**src/hw/rtl/ptwp_pkg.sv**
```systemverilog
// ----------------------------------------------------------------------------
// ptwp_pkg: shared types and constants for the page translation block
// Entry layout, operation and status codes, config register indexes.
// ----------------------------------------------------------------------------
package ptwp_pkg;

  localparam int unsigned NumPagesDef = 1024;
  localparam int unsigned AddrW       = 32;
  localparam int unsigned FrameW      = 24;
  localparam int unsigned PermW       = 8;
  localparam int unsigned OpW         = 3;
  localparam int unsigned StatusW     = 2;
  localparam int unsigned CfgIdxW     = 1;
  localparam int unsigned CfgDataW    = 5;
  localparam int unsigned ShiftW      = 5;

  localparam logic [ShiftW-1:0] ShiftMin   = 5'd8;
  localparam logic [ShiftW-1:0] ShiftMax   = 5'd16;
  localparam logic [ShiftW-1:0] ShiftReset = 5'd12;
  localparam logic [PermW-1:0]  PermsPage0 = 8'h77;

  typedef enum logic [OpW-1:0] {
    OP_READ   = 3'd0,
    OP_WRITE  = 3'd1,
    OP_ADD    = 3'd2,
    OP_REMOVE = 3'd3,
    OP_FLUSH  = 3'd4
  } op_e;

  typedef enum logic [StatusW-1:0] {
    ST_OK      = 2'd0,
    ST_MISSING = 2'd1,
    ST_DENIED  = 2'd2
  } status_e;

  typedef enum logic [CfgIdxW-1:0] {
    CFG_PAGE_SHIFT = 1'b0,
    CFG_TRANS_OFF  = 1'b1
  } cfg_idx_e;

  typedef enum logic {
    SW_IDLE,
    SW_CLEAR
  } sweep_state_e;

  typedef struct packed {
    logic              valid;
    logic [FrameW-1:0] frame;
    logic [PermW-1:0]  perms;
  } entry_t;

  typedef struct packed {
    op_e              op;
    logic [AddrW-1:0] va;
    logic             sup;
    logic             in_range;
  } req_t;

  typedef struct packed {
    logic [AddrW-1:0] phys;
    status_e          status;
  } res_t;

endpackage

```
**src/hw/rtl/ptwp_sweep.sv**
```systemverilog
// ----------------------------------------------------------------------------
// ptwp_sweep: table clearing sequencer
// Walks every entry once after reset (installing page 0) and after a flush.
// ----------------------------------------------------------------------------
module ptwp_sweep #(
  parameter int unsigned NumPages = ptwp_pkg::NumPagesDef,
  parameter int unsigned IdxW     = $clog2(NumPages)
) (
  input  logic              clk_i,
  input  logic              rst_ni,
  input  logic              start_i,
  output logic              busy_o,
  output logic              wr_en_o,
  output logic [IdxW-1:0]   wr_idx_o,
  output ptwp_pkg::entry_t  wr_entry_o
);
  import ptwp_pkg::*;

  localparam logic [IdxW-1:0] LastIdx = IdxW'(NumPages - 1);

  sweep_state_e    state_q, state_d;
  logic [IdxW-1:0] cnt_q, cnt_d;
  logic            init_q, init_d;

  always_ff @(posedge clk_i or negedge rst_ni) begin
    if (!rst_ni) begin
      state_q <= SW_CLEAR;
      cnt_q   <= '0;
      init_q  <= 1'b1;
    end else begin
      state_q <= state_d;
      cnt_q   <= cnt_d;
      init_q  <= init_d;
    end
  end

  always_comb begin
    state_d          = state_q;
    cnt_d            = cnt_q;
    init_d           = init_q;
    busy_o           = 1'b0;
    wr_en_o          = 1'b0;
    wr_idx_o         = cnt_q;
    wr_entry_o.valid = init_q && (cnt_q == '0);
    wr_entry_o.frame = '0;
    wr_entry_o.perms = (init_q && (cnt_q == '0)) ? PermsPage0 : '0;
    unique case (state_q)
      SW_IDLE: begin
        if (start_i) begin
          state_d = SW_CLEAR;
          cnt_d   = '0;
          init_d  = 1'b0;
        end
      end
      SW_CLEAR: begin
        busy_o  = 1'b1;
        wr_en_o = 1'b1;
        cnt_d   = cnt_q + 1'b1;
        if (cnt_q == LastIdx) begin
          state_d = SW_IDLE;
          cnt_d   = '0;
          init_d  = 1'b0;
        end
      end
      default: begin
        state_d = SW_IDLE;
      end
    endcase
  end

  a_start_idle: assert property (@(posedge clk_i) disable iff (!rst_ni)
    start_i |-> state_q == SW_IDLE)
    else $error("flush sweep started while a sweep runs");

  a_done_at_last: assert property (@(posedge clk_i) disable iff (!rst_ni)
    $fell(busy_o) |-> $past(cnt_q) == LastIdx)
    else $error("sweep ended before the last entry");

  a_init_once: assert property (@(posedge clk_i) disable iff (!rst_ni)
    (state_q == SW_CLEAR && !init_q) |=> !init_q)
    else $error("page 0 install during flush sweep");

endmodule

```
**config.mk**
```make
export PLATFORM = sky130hd
export DESIGN_NAME = ptwp_sweep
export DESIGN_NICKNAME = d
export VERILOG_FILES = /design/src/hw/rtl/ptwp_pkg.sv /design/src/hw/rtl/ptwp_sweep.sv
export SDC_FILE = /design/constraint.sdc
export NUM_CORES = 1
export LEC_CHECK = 0
export BUFFER_PORTS_ARGS = -buffer_cell sky130_fd_sc_hd__buf_2
export CAP_MARGIN = 10
export CORE_MARGIN = 3
export CORE_UTILIZATION = 45
export CTS_CLUSTER_DIAMETER = 80
export DETAILED_ROUTE_END_ITERATION = 8
export GPL_TIMING_DRIVEN = 0
export PLACE_DENSITY = 0.9
export SLEW_MARGIN = 20
export SYNTH_ARGS = -nofsm -noshare
export SYNTH_HDL_FRONTEND = slang
export SYNTH_SLANG_ARGS = --single-unit
```
**constraint.sdc**
```tcl
create_clock -name clk_i -period 2.04 [get_ports clk_i]
set_clock_uncertainty 0.2 [all_clocks]
set_input_delay 0.51 -clock clk_i [delete_from_list [all_inputs] [get_ports clk_i]]
set_output_delay 0.51 -clock clk_i [all_outputs]
set_load 0.05 [all_outputs]
```
Yosys cells after proc, flatten, opt, wreduce, memory -nomap -nowiden:

Index checks and enable logic that the tools add are counted.

* bits in registers: 12
* input bits: 3
* output and inout port bits: 45
* word-level logic and storage cells: 22

* add/sub/neg operators: 1
* eq/ne operators: 3
* muxes and demuxes: 11
* bitwise operators: 1
* reductions and logical operators: 3

Operators by type and width (number)
* 10-bit 2-to-1 mux: 2
* 10-bit case mux with 2 select lines: 1
* 10-bit by 1-bit adder with 10-bit output (second input constant): 1
* 10-bit equality test (second input constant): 1
* 10-bit zero test: 1
* 7-bit 2-to-1 mux: 1
* 1-bit 2-to-1 mux: 5
* 1-bit case mux with 2 select lines: 2
* 2-bit by 1-bit inequality test with 1-bit output (second input constant): 1
* 2-bit inequality test (second input constant): 1
* 2-bit AND reduction: 1
* 1-bit logical AND: 1
* 1-bit inverter: 1

Depth between registers and ports, before layout:

* depth in word-level cells: 3
* mapped depth: 4
* depth with buffers taken out: 4

Least setup slack after synthesis:

Ideal clock, no wire load.

* path kind: register to output
* start: register cnt_q[5], in the netlist wr_idx_o[5]
* end: output port wr_entry_o[1] in the netlist's numbering
* arrival: 1.975 ns
* path slack: -0.645 ns
* stages on the path, launching flop included: 5
* path buffers: 2
* cell sequence: dfrtp_1 clkbuf_1 nor4_1 and4_1 buf_4

RTL lines
* start: declaration: RTL line ptwp_sweep.sv:22 `logic [IdxW-1:0] cnt_q, cnt_d;`
* start signal: assignment: RTL line ptwp_sweep.sv:32 `cnt_q <= cnt_d;`
* end: declaration: RTL line ptwp_sweep.sv:15 `output ptwp_pkg::entry_t wr_entry_o`

==> metrics.md <==
| Metric | Value |
|---|---|
| Die area | approximately 0.0028 sq mm |
| Clock Tree Buf Depth | 2 |
| Clock Latency Late Sink | between 200 and 300 ps |
| DRT antenna net count | 0 |
| Placed instance area | ~0.0013 sq mm |
| CTS tree | done |
| Area share of fa/ha/maj cells after synthesis | 2.56% |
| DR pass1 iterations | 4 |
| Initial drt markers | 16 |
| Rel. slew slack | 61.7% |
| Compound-Gate Fraction of Synth Area | approximately 14% |
| Count of different cell masters after synthesis | 37 |
| Register area | roughly 310 sq um |
| Wire per inst | 13.5 um |
| Worst-path clk slew | around 70 ps |
| Final setup fails | 7 |
| Initial antenna violation count | 0 |
| RSZ-0062 raised after global routing | true |
| Power per cell area | ~1100 mW/mm^2 |
| Area leader, netlist | dfrtp_1 |
| CP endpoint kind | output pin |
| HP Class | reg -> reg |
| Synth Area in Simple Gates | a little over a fifth |
| CP Data Arrival Time | approximately 1600 ps |
| Root buffer cell | clkbuf_4 |
| Gpl congestion | between 0.8 and 0.9 |
| Synth Instances | around 120 |
| Die height | 52.6 um |
| Global-route wire length before repair | between 4000 and 5000 um |
| Hold depth | 1 |
| # nets final | about 180 |
| R2R cell count | 4 |
| Worst Path Max Fanout | 7 |
| Post-synth EDFFs | 0 |
| CP Class | reg -> out |
| Net Sw Power | between 0.0008 and 0.0009 W |
| Std-Cell Rows | 16 |
| Htree depth | 1 |
| Max-cap violations | 0 |
| Syn Area/Cell | ~8.5 sq um |
| Most frequent cells after synthesis | 33 x buf_4, 11 x nand2_1, 10 x dfrtp_1 |
| Clk pwr share | ~10% |
| Finished Layout Cells | roughly 200 |
| CP Launch Point | wr_idx_o[9] |
| Final setup margin | -306 ps |
| Via count | 944 |
| Largest net degree at the start of global routing | 13 |
| Total CTS buffers | 3 |
| DRC Markers | 0 |
| Multi-input gate area | about 520 sq um |
| Via/cell ratio | between 4 and 5 |
| Fmax | ~430 MHz |
| Layout cells sized above 1 | a little under half |
| Slew @ Worst Pin | between 500 and 600 ps |
| Count leader, synth | buf_4 |
| Cell total after placement | about 190 |
| Filler cells | roughly 180 |
| Hold Path End | init_q |
| Mux share of post-synthesis cell area | under 10% |
| Detailed placement HPWL | approximately 1800 um |
| Lkg Pwr | around 0.72 nW |
| Critical Path RT | about 1300 ps |
| Synth Warn # | 0 |
| GR Overflow Total | 0 |
| Largest family of logic cells by synthesized area | buffers and inverters |
| Gr usage total | 21.2% |
| Status | finished with violations |
| Crit Reg-Reg Endpoint | wr_idx_o[1] |
| Slew Limit Fails | 0 |
| Die width | approximately 53 um |
| Post-synth top flop | dfrtp_1 |
| Post-synthesis instance area | 977 sq um |
| Largest cells by area after synthesis | dfrtp_1 26%, buf_4 25%, dfstp_2 5.4% |
| Total internal power | roughly 0.00070 W |
| VDD IR max | between 0.7 and 0.8 mV |
| Vias in the first global route | approximately 940 |
| Worst R2R Start | wr_idx_o[1] |
| Total Wirelength | 2650 um |
| I/O pin count | 48 |
| Clock Sink Count | 12 |
| Part of the cycle the worst path needs | 115% |
| Synth Area in XOR/XNOR | 0% |
| # port buffers | 21 |
| Final Cell Area | 0.00144 sq mm |
| Fin crit period | approximately 2300 ps |
| Reg power frac | between 20 and 30% |
| Combinational power share | about 61% |
| CP Launch Type | flop |
| Synthesis-to-layout area growth | 47.5% |
| Post-synthesis async set-or-reset flop share | between 90% and 100% |
| Starting Density | between 40% and 50% |
| Post-synthesis register bit count | 12 |
| Endpoints failing hold | 0 |
| Hold Crit Start | init_q |
| Setup TNS | -2070 ps |
| Yosys top cell area share | between 20 and 30% |
| Antenna Cells | 0 |
| Failing checks | negative setup slack |
| Core Box Area | roughly 0.0020 sq mm |
| Sw frac | about 56% |
| Sequential share of the synthesized area | a little under a third |
| R2R setup slack | between 200 and 250 ps |
[cell usage in the layout, fill, tap and decap left out, drive strengths merged, types with 3 or more instances in the layout]
cell    instances
buf            61
conb           26
nand2          11
dfrtp          10
o21ai           6
nand3           5
clkbuf          5
inv             4
a21oi           3
nor4            3
[layout make-up]
class	count	area share (%)
Sequential cell	12	21.7
Clock buffer	4	1.82
Tap cell	27	2.34
Inverter	4	1.04
Multi-Input combinational cell	86	36.3
Timing Repair Buffer	29	16.1
Buffer	34	20.7
[sequential cells by signal, summed over array words and instances, names as in the netlist]
register,cells
init_q,1
state_q,1
wr_idx_o,10
[cells by family (layout without fill, tap and decap cells)]
family / after synthesis / count (layout)
buffers and inverters: 42 / 71
adders and majority gates: 2 / 2
and+or+nand+nor: 36 / 36
muxes: 1 / 1
AOI/OAI and AO/OA: 21 / 21
other: 1 / 26
DFF: 12 / 12
[what timing repair did]
action,CTS,global route
hold endpoints to repair,10,0
hold buffers,1,0
endpoints found under the setup margin,7,14
pin swaps,3,1
resized for setup,23,2
setup buffers,7,0
[metal layers]
layer	GRT usage, %	share of wire, %	vias to the layer above
met5	0	0	-
met4	8.09	1.7	0
met1	24.1	38	430
li1	-	-	452
met2	38.6	52	55
met3	3.70	7.8	7
[worst max path at each step]
stage                               end  slack (ps)  depth (start not counted)
after global routing      wr_entry_o[5]        -340                          4
after global placement    wr_entry_o[4]        -220                          5
after CTS                 wr_entry_o[5]        -270                          4
after detailed placement  wr_entry_o[5]        -180                          5
final                     wr_entry_o[5]        -310                          4
after floorplan           wr_entry_o[1]        -200                          4
[metrics by stage]
step / util [%] / setup slack [ps] / hold slack (ps) / total power [W]
final: 72.0 / -306 / 293 / 0.00158
after global routing: 72.0 / -345 / 308 / 0.00168
after CTS: 71.4 / -266 / 293 / 0.00157
after detailed placement: 64.7 / -177 / 207 / 0.00136
after global placement: 64.7 / -224 / 198 / 0.00133
after floorplan: - / -196 / 14.4 / 0.00118
[power groups by stage]
stage,combinational (W),sequential (W),clock [W]
3_3_place_gp,0.000894,0.000432,0
4_1_cts,0.000944,0.000466,0.000161
6_report,0.000958,0.000467,0.000159
3_5_place_dp,0.000919,0.000438,0
5_1_grt,0.00102,0.000483,0.000172
2_1_floorplan,0.000466,0.000710,0
[worst max-delay path: stages (launching register included)]
cell and delay (ps):
dfrtp_2 430, nor4_4 300, and4_4 370, buf_8 120
buf_8 130
No activity file was read; power rests on OpenSTA's default activity.
