==> src/hw/rtl/ptwp_pkg.sv <==
// ----------------------------------------------------------------------------
// ptwp_pkg: shared types and constants for the page translation block
// Entry layout, operation and status codes, config register indexes.
// ----------------------------------------------------------------------------
package ptwp_pkg;

  localparam int unsigned NumPagesDef = 1024;
  localparam int unsigned AddrW       = 32;
  localparam int unsigned FrameW      = 24;
  localparam int unsigned PermW       = 8;
  localparam int unsigned OpW         = 3;
  localparam int unsigned StatusW     = 2;
  localparam int unsigned CfgIdxW     = 1;
  localparam int unsigned CfgDataW    = 5;
  localparam int unsigned ShiftW      = 5;

  localparam logic [ShiftW-1:0] ShiftMin   = 5'd8;
  localparam logic [ShiftW-1:0] ShiftMax   = 5'd16;
  localparam logic [ShiftW-1:0] ShiftReset = 5'd12;
  localparam logic [PermW-1:0]  PermsPage0 = 8'h77;

  typedef enum logic [OpW-1:0] {
    OP_READ   = 3'd0,
    OP_WRITE  = 3'd1,
    OP_ADD    = 3'd2,
    OP_REMOVE = 3'd3,
    OP_FLUSH  = 3'd4
  } op_e;

  typedef enum logic [StatusW-1:0] {
    ST_OK      = 2'd0,
    ST_MISSING = 2'd1,
    ST_DENIED  = 2'd2
  } status_e;

  typedef enum logic [CfgIdxW-1:0] {
    CFG_PAGE_SHIFT = 1'b0,
    CFG_TRANS_OFF  = 1'b1
  } cfg_idx_e;

  typedef enum logic {
    SW_IDLE,
    SW_CLEAR
  } sweep_state_e;

  typedef struct packed {
    logic              valid;
    logic [FrameW-1:0] frame;
    logic [PermW-1:0]  perms;
  } entry_t;

  typedef struct packed {
    op_e              op;
    logic [AddrW-1:0] va;
    logic             sup;
    logic             in_range;
  } req_t;

  typedef struct packed {
    logic [AddrW-1:0] phys;
    status_e          status;
  } res_t;

endpackage

==> src/hw/rtl/ptwp_resolve.sv <==
// ----------------------------------------------------------------------------
// ptwp_resolve: translation result
// Combines a looked-up entry with the request: address build and checks.
// ----------------------------------------------------------------------------
module ptwp_resolve (
  input  ptwp_pkg::req_t                    req_i,
  input  ptwp_pkg::entry_t                  entry_i,
  input  logic [ptwp_pkg::ShiftW-1:0]       shift_i,
  input  logic                              trans_off_i,
  output ptwp_pkg::res_t                    res_o
);
  import ptwp_pkg::*;

  logic [AddrW-1:0] off_mask;
  logic [AddrW-1:0] phys_hit;
  logic [1:0]       perm_sel;
  logic             perm_ok;

  always_comb begin
    off_mask = (AddrW'(1) << shift_i) - AddrW'(1);
    phys_hit = (AddrW'(entry_i.frame) << shift_i) | (req_i.va & off_mask);
    // user read, user write, sup read, sup write map to flags 1, 2, 4, 8
    perm_sel = {req_i.sup, req_i.op == OP_WRITE};
    perm_ok  = entry_i.perms[perm_sel];

    res_o.phys   = '0;
    res_o.status = ST_OK;
    unique case (req_i.op)
      OP_READ, OP_WRITE: begin
        if (trans_off_i) begin
          res_o.phys = req_i.va;
        end else if (!req_i.in_range || !entry_i.valid) begin
          res_o.status = ST_MISSING;
        end else if (!perm_ok) begin
          res_o.status = ST_DENIED;
        end else begin
          res_o.phys = phys_hit;
        end
      end
      default: begin
        res_o.phys   = '0;
        res_o.status = ST_OK;
      end
    endcase
  end

endmodule
==> config.mk <==
export PLATFORM = sky130hd
export DESIGN_NAME = ptwp_resolve
export DESIGN_NICKNAME = d
export VERILOG_FILES = /design/src/hw/rtl/ptwp_pkg.sv /design/src/hw/rtl/ptwp_resolve.sv
export SDC_FILE = /design/constraint.sdc
export NUM_CORES = 1
export LEC_CHECK = 0
export BUFFER_PORTS_ARGS = -buffer_cell sky130_fd_sc_hd__buf_2
export CAP_MARGIN = 20
export CORE_AREA = 10 10 112 114
export DETAILED_ROUTE_END_ITERATION = 7
export DIE_AREA = 0 0 122 124
export SLEW_MARGIN = 10
export SYNTH_ARGS = -nofsm -noshare
export SYNTH_HDL_FRONTEND = slang
export SYNTH_SLANG_ARGS = --single-unit
==> constraint.sdc <==
create_clock -name vclk -period 15.65
set_input_delay 4.695 -clock vclk [all_inputs]
set_output_delay 4.695 -clock vclk [all_outputs]
set_load 0.005 [all_outputs]
* Yosys cells after proc, flatten, opt, wreduce, memory -nomap -nowiden
Cells that the tools add are included.
Widths: inputs -> output; s select.
** Word-level totals
- Register bits after elaboration :: 0
- Input bits :: 76
- Output and inout port bits :: 34
- Logic and storage cells :: 21
** Cells by class
- Add/subtract/negate cells :: 1
- Order comparisons :: 1
- Equal/unequal tests :: 1
- Shifts and indexed selects :: 2
- Multiplexer cells :: 9
- Bitwise gates (word level) :: 2
- Reduce and logical (&&, ||, !) cells :: 5
** Operators by type and width (count)
- $mux 32 :: 3
- $mux 34 :: 1
- $and 32x32->32 :: 1
- $or 32x32->32 :: 1
- $shl 1x5->32 const A :: 1
- $shl 24x5->32 :: 1
- $sub 32x2->32 const B :: 1
- $mux 2 :: 3
- $lt 2x4->1 const B :: 1
- $eq 3x1->1 const B :: 1
- $logic_not 3->1 :: 1
- $bmux 1 s2 :: 1
- $logic_not 1->1 :: 2
- $reduce_or 2->1 :: 1
- $logic_or 1x1->1 :: 1
- $mux 1 :: 1

* Longest topological paths before layout
Gate-level depths: netlist (run 1).
- Depth after elaboration :: 8
- Depth in mapped cells :: 15

* Worst setup path before layout (run 1)
No wires, ideal clock.
- Path type :: input to output
- From :: in shift_i[1] (netlist bit)
- To :: out res_o[20] (netlist bit)
- Data arrival time :: 7.052 ns
- Data required time :: 10.955 ns
- Slack :: 3.903 ns
- Cell stages on the path :: 14
- Path buffers :: 4
- Path through :: buf_6 > buf_6 > buf_6 > or2_2 > nor2_1 > nand2_1 > ha_1 > clkbuf_1 > or2_2 > o21ai_0 > a22o_1 > a21oi_1 > o21ai_0 > a221o_1
** RTL lines
- start, declared :: RTL line ptwp_resolve.sv:8 : input logic [ptwp_pkg::ShiftW-1:0] shift_i,
- end, declared :: RTL line ptwp_resolve.sv:10 : output ptwp_pkg::res_t res_o

==> results of run 1 <==
[metal layers]
metal	wire (um)	part of all wire, %	global-route usage, %	vias up
met5	13	0.099	0	-
met4	197	1.5	2.012	2
met3	1544	12	3.529	21
met2	5880	45	25.00	246
met1	5457	42	21.97	1769
li1	-	-	-	1755
[final timing paths]
kind / cells past startpoint / slack, ps / end / startpoint
max: 12 / 3110 / res_o[28] / shift_i[3]
min: 4 / 9670 / res_o[29] / req_i[29]
[final cells by class]
class | count | area share, %
multi-input cells | 366 | 77.89
repair buffers | 111 | 16.35
well taps | 136 | 4.897
inverters | 8 | 0.8642
[placed cells by master, fill, tap and decap left out, drive strengths merged, types with 7 or more instances in the layout]
cell type	count
o21ai	37
o31ai	7
inv	8
nand2	43
nand3	11
nor2	37
mux2	12
buf	111
and2	7
nor2b	9
a21oi	45
nor3	8
mux2i	38
mux4	21
or2	7
a22oi	8
[worst max-delay path, cell delays in order]
cell                       delay (ps)
sky130_fd_sc_hd__buf_2             90
sky130_fd_sc_hd__buf_4            270
sky130_fd_sc_hd__nor2_1           900
sky130_fd_sc_hd__nand2_1          110
sky130_fd_sc_hd__ha_1             450
sky130_fd_sc_hd__or2_2            410
sky130_fd_sc_hd__o21ai_0          160
sky130_fd_sc_hd__a22oi_1           80
sky130_fd_sc_hd__o21bai_1         180
sky130_fd_sc_hd__a21oi_1          100
sky130_fd_sc_hd__o22ai_1          220
sky130_fd_sc_hd__buf_2            160
[through the flow]
step / std cells / area (um^2)
final: 621 / 3475
after global routing: 621 / 3475
after CTS: 621 / 3475
after detailed placement: 621 / 3475
after global placement: 621 / 3475
after floorplan: 421 / 3002
[cells in the mapped netlist (all sizes together) (2+ instances only)]
library cell	n	area, um^2
o21a	2	15.01
a22oi	8	60.06
inv	8	30.03
clkbuf	22	92.59
nand4	3	18.77
o21ai	37	185.2
nor2	37	138.9
nand2	43	161.4
nor2b	9	56.30
nor3	8	40.04
mux2	12	135.1
a221o	2	20.02
a22o	6	52.55
o311ai	4	35.03
a211oi	6	50.05
and3	2	12.51
mux2i	38	380.4
o22ai	4	25.02
nand2b	2	12.51
mux4	21	518.0
a21oi	45	225.2
nor3b	2	15.01
xor2	2	17.52
or3	5	31.28
a31oi	5	31.28
o31ai	7	52.55
and2	7	43.79
a21boi	2	15.01
nand3	11	55.05
or2	7	43.80
buf	25	172.7
a32oi	4	35.03
o32a	3	30.03
o211ai	6	45.04
[power groups by stage]
stage	combinational (W)	sequential, W	clock (W)
floorplan	0.0000654	0	0
global placement	0.0000949	0	0
detailed placement	0.0000959	0	0
CTS	0.0000963	0	0
global route	0.000106	0	0
finish	0.0000987	0	0
[cells by family (layout without fill, tap and decap cells)]
family	count (synthesis)	after routing
multiplexers	71	71
adder cells (fa/ha/maj)	1	1
buffers and inverters	55	119
XOR/XNOR	2	2
AND/OR/NAND/NOR	139	139
AO/OA/AOI/OAI	153	153
==> impl_metrics.yaml, run 1 <==
setup_path:
  worst-setup-path-type: "primary input to primary output"
  timing.critical_path.required_ps: 10960
  worst_ep_arrival_time_ps: 7840
  cp-end-kind: "primary output"
  worstPathMaxFanout: 45
  cp-start-kind: "primary input"
yosys:
  synthAdderAreaFrac_pct: 0.4168
  combinational_family_with_the_most_area_after_synthesis: "multiplexers"
  synthDistinctLibCells: 58
  fraction_of_the_mapped_netlist_area_in_compound_gates_pct: 32.81
  synth-xor-area-share_pct: 0.5836
  synth_nets: 498
  synth.mux.area_fraction_pct: 34.43
  synthesis.yosys.warnings: 0
  seq_area_frac_synth_pct: 0
  postSynthCellCount: 421
  post_synth_instance_area_mm2: 0.003002
  synthSimpleGateAreaFrac_pct: 21.93
  syn-mean-instance-area_um2: 7.130
pwr:
  net-switching-power_w: 0.00005835
  power.share.clock_pct: 0
  power_density_mw_per_mm2: 28.40
  switching_share_pct: 59.13
  seq_power_share_pct: 0
  max-vdd-ir-drop_uv: 15.31
  leakage_power_summed_over_all_cells_nw: 1.502
  power.internal_w: 0.00004034
  total_power_w: 0.00009869
  combinationalPowerShare_pct: 100.0
timing:
  setup_viol_count_final: 0
  timing.hold.ws_ps: 9668
  relSlewSlack_pct: 25.71
  grt_setup_unrepaired: "no"
  finalHoldViolCount: 0
  finalMaxSlewViolations: 0
  finalCritPeriodShare_pct: 80.10
  setup_total_negative_slack_ps: 0
  fin_crit_ps: 12540
  worstMarginPinSlew_ps: 1110
  max_freq_mhz: 79.77
  layout_setup_ws_ps: 3115
routing:
  dr.pass1.iters: 6
  ant_nets: 0
  vias: 3793
  drc_errors: 0
  vias_per_cell: 6.108
  detailedRoute.firstIterationViolations: 380
  routed_length_per_instance_um: 21.08
  postRouteWirelength_mm: 13.09
place:
  gpl.final_weighted_congestion: 0.9608
  dp_slack_ps: 3188
  placement.io_buffers: 106
  dp_hpwl_mm: 10.04
floorplan:
  initial_utilization_pct: 29.34
  die-width_um: 122
  count_of_standard_cell_rows: 37
  floorplan.io_pins: 110
  die_area_mm2: 0.01513
  die_height_um: 124
  placeableCoreArea_mm2: 0.01023
grt:
  grt_start_max_net_pins: 61
  overflow: 0
  number_of_global_route_vias_before_repair: 3501
  grt_antenna_before_repair: 1
  aggregate_global_route_resource_usage_pct: 15.82
  grt_first_pass_wirelength_mm: 19.62
cts:
  cts_setup_buffers: 0
  cts.hold.buffers_added: 0
  cts.repair.resized: 0
final_layout:
  register_area_um2: 0
  number_of_flip_flops_and_latches: 0
  layout-drive-gt1-share_pct: 29.07
  multi_input_area_mm2: 0.002706
  layout.clock_buffers: 0
  fill_cells: 1146
  antenna-diode-count: 0
  number_of_nets_at_the_end_of_the_flow: 564
  flow.area_growth_from_synthesis_pct: 15.76
  final_core_utilization_pct: 33.96
run:
  cap_viol_max_count: 0
min_path:
  min_path_type: "primary input to primary output"
status:
  outcome: "finished, final reports clean"
No activity file was read; power rests on OpenSTA's default activity.
==> run 2, diff against run 1 <==
==> constraint.sdc (replaced) <==
create_clock -name vclk -period 10.7
set_input_delay 3.21 -clock vclk [all_inputs]
set_output_delay 3.21 -clock vclk [all_outputs]
set_load 0.005 [all_outputs]
==> run 2 against run 1 <==
  * Critical path depth decreased by 4
  * Via count is 1.8% lower
  * Cell count is 0.32% higher
  * Utilization up 0.15 points
  * Die area stayed put
  * Hold slack lost 3000 ps
  * Clock-buffer cell count unchanged
  * Worst setup slack lost 1800 ps
  * Power is 46% higher
  * Combinational power grew 46%
  * Critical endpoint is now res_o[30]
==> impl_metrics.yaml, run 2 (same netlist as run 1, synthesis figures left out) <==
grt:
  grt_antenna_before_repair: 0
  aggregate_global_route_resource_usage_pct: 16.03
  grt_util_met3_pct: 3.801
  number_of_global_route_vias_before_repair: 3583
  grt_first_pass_wirelength_mm: 19.96
  overflow: 0
  gr-usage-met1_pct: 21.88
  grt_most_used_layer: "met2"
  grt_start_max_net_pins: 53
  grtUsageMet2_pct: 26.01
final_layout:
  flow.area_growth_from_synthesis_pct: 16.26
  most-common-layout-cells: "sky130_fd_sc_hd__buf_2 (106), sky130_fd_sc_hd__a21oi_1 (45), sky130_fd_sc_hd__nand2_1 (43)"
  antenna-diode-count: 0
  layout.cells.most_common: "sky130_fd_sc_hd__buf_2"
  number_of_nets_at_the_end_of_the_flow: 566
  register_area_um2: 0
  number_of_flip_flops_and_latches: 0
  layout-drive-gt1-share_pct: 29.36
  layout.clock_buffers: 0
  multi_input_area_mm2: 0.002706
  final_design_area_no_fill_mm2: 0.003490
  fill_cells: 1133
  final_core_utilization_pct: 34.11
timing:
  grt_setup_unrepaired: "no"
  relSlewSlack_pct: 30.40
  finalMaxSlewViolations: 0
  max_freq_mhz: 106.2
  fin_crit_ps: 9415
  setup_total_negative_slack_ps: 0
  timing.hold.ws_ps: 6715
  setup_viol_count_final: 0
  layout_setup_ws_ps: 1285
  finalHoldViolCount: 0
  worstMarginPinSlew_ps: 1040
  finalCritPeriodShare_pct: 87.99
place:
  placement.io_buffers: 106
  detailed_place.area_mm2: 0.003490
  gpl.final_weighted_congestion: 0.9659
  dp_hpwl_mm: 10.08
  dp_slack_ps: 1371
routing:
  dr.pass1.iters: 5
  vias_per_cell: 5.976
  postRouteWirelength_mm: 13.11
  detailedRoute.firstIterationViolations: 433
  drc_errors: 0
  vias: 3723
  ant_nets: 0
  routed_length_per_instance_um: 21.05
pwr:
  leakage_power_summed_over_all_cells_nw: 1.512
  max-vdd-ir-drop_uv: 25.07
  power_density_mw_per_mm2: 41.37
floorplan:
  die_area_mm2: 0.01513
  die-width_um: 122
  die_height_um: 124
  count_of_standard_cell_rows: 37
  placeableCoreArea_mm2: 0.01023
  initial_utilization_pct: 29.34
  floorplan.io_pins: 110
setup_path:
  worst_path_top_cell_family_by_delay: "buffers and inverters"
  worstPathMaxFanout: 43
  crit_top_cell: "sky130_fd_sc_hd__buf_2"
  timing.critical_path.slowest_cell_delay_ps: 580
  timing.critical_path.required_ps: 7490
  worst_path_max_delay_cell: "sky130_fd_sc_hd__buf_2"
  cp-end-kind: "primary output"
  cp-start-kind: "primary input"
  path_buf_inv: 3
  crit_chain: "buf_2 -> buf_4 -> nor2b_1 -> a211oi_2 -> a22oi_1 -> a21oi_1 -> a2111oi_1 -> buf_2"
  worst-setup-path-type: "primary input to primary output"
  worst_ep_arrival_time_ps: 6200
cts:
  cts_setup_buffers: 0
  cts.hold.buffers_added: 0
  cts.repair.resized: 0
min_path:
  min_path_type: "primary input to primary output"
status:
  outcome: "finished, final reports clean"
run:
  cap_viol_max_count: 0
run 2: cell types whose count changed in the layout (fill, tap and decap cells not counted):
| cell | before | now |
|---|---|---|
| sky130_fd_sc_hd__buf_4 | 5 | 7 |
run 2: layout make-up:
| class | count | area share, % |
|---|---|---|
| Inverter | 8 | 0.8605 |
| Multi-Input combinational cell | 366 | 77.55 |
| Timing Repair Buffer | 113 | 16.71 |
| Tap cell | 136 | 4.876 |
run 2: layer usage:
metal  vias up  wire length, um
li1       1753                -
met1      1760             5516
met2       202             5992
met3         8             1513
met4         0               91
met5         -                0
run 2: per-stage QoR:
| step | total power [W] | cells |
|---|---|---|
| after global placement | 0.0001392 | 623 |
| after floorplan | 0.00009560 | 421 |
| after detailed placement | 0.0001405 | 623 |
| after global routing | 0.0001558 | 623 |
| after CTS | 0.0001412 | 623 |
| final | 0.0001444 | 623 |
run 2: final timing paths:
path                   start         to  slack, ps  cells past startpoint
setup / recovery  shift_i[2]  res_o[30]       1290                      8
hold / removal     req_i[29]  res_o[29]       6710                      4
run 2: power breakdown:
| part | leakage [nW] | internal [W] | switching (W) |
|---|---|---|---|
| Clock | 0 | 0 | 0 |
| Sequential | 0 | 0 | 0 |
| Combinational | 1.51 | 0.0000593 | 0.0000851 |
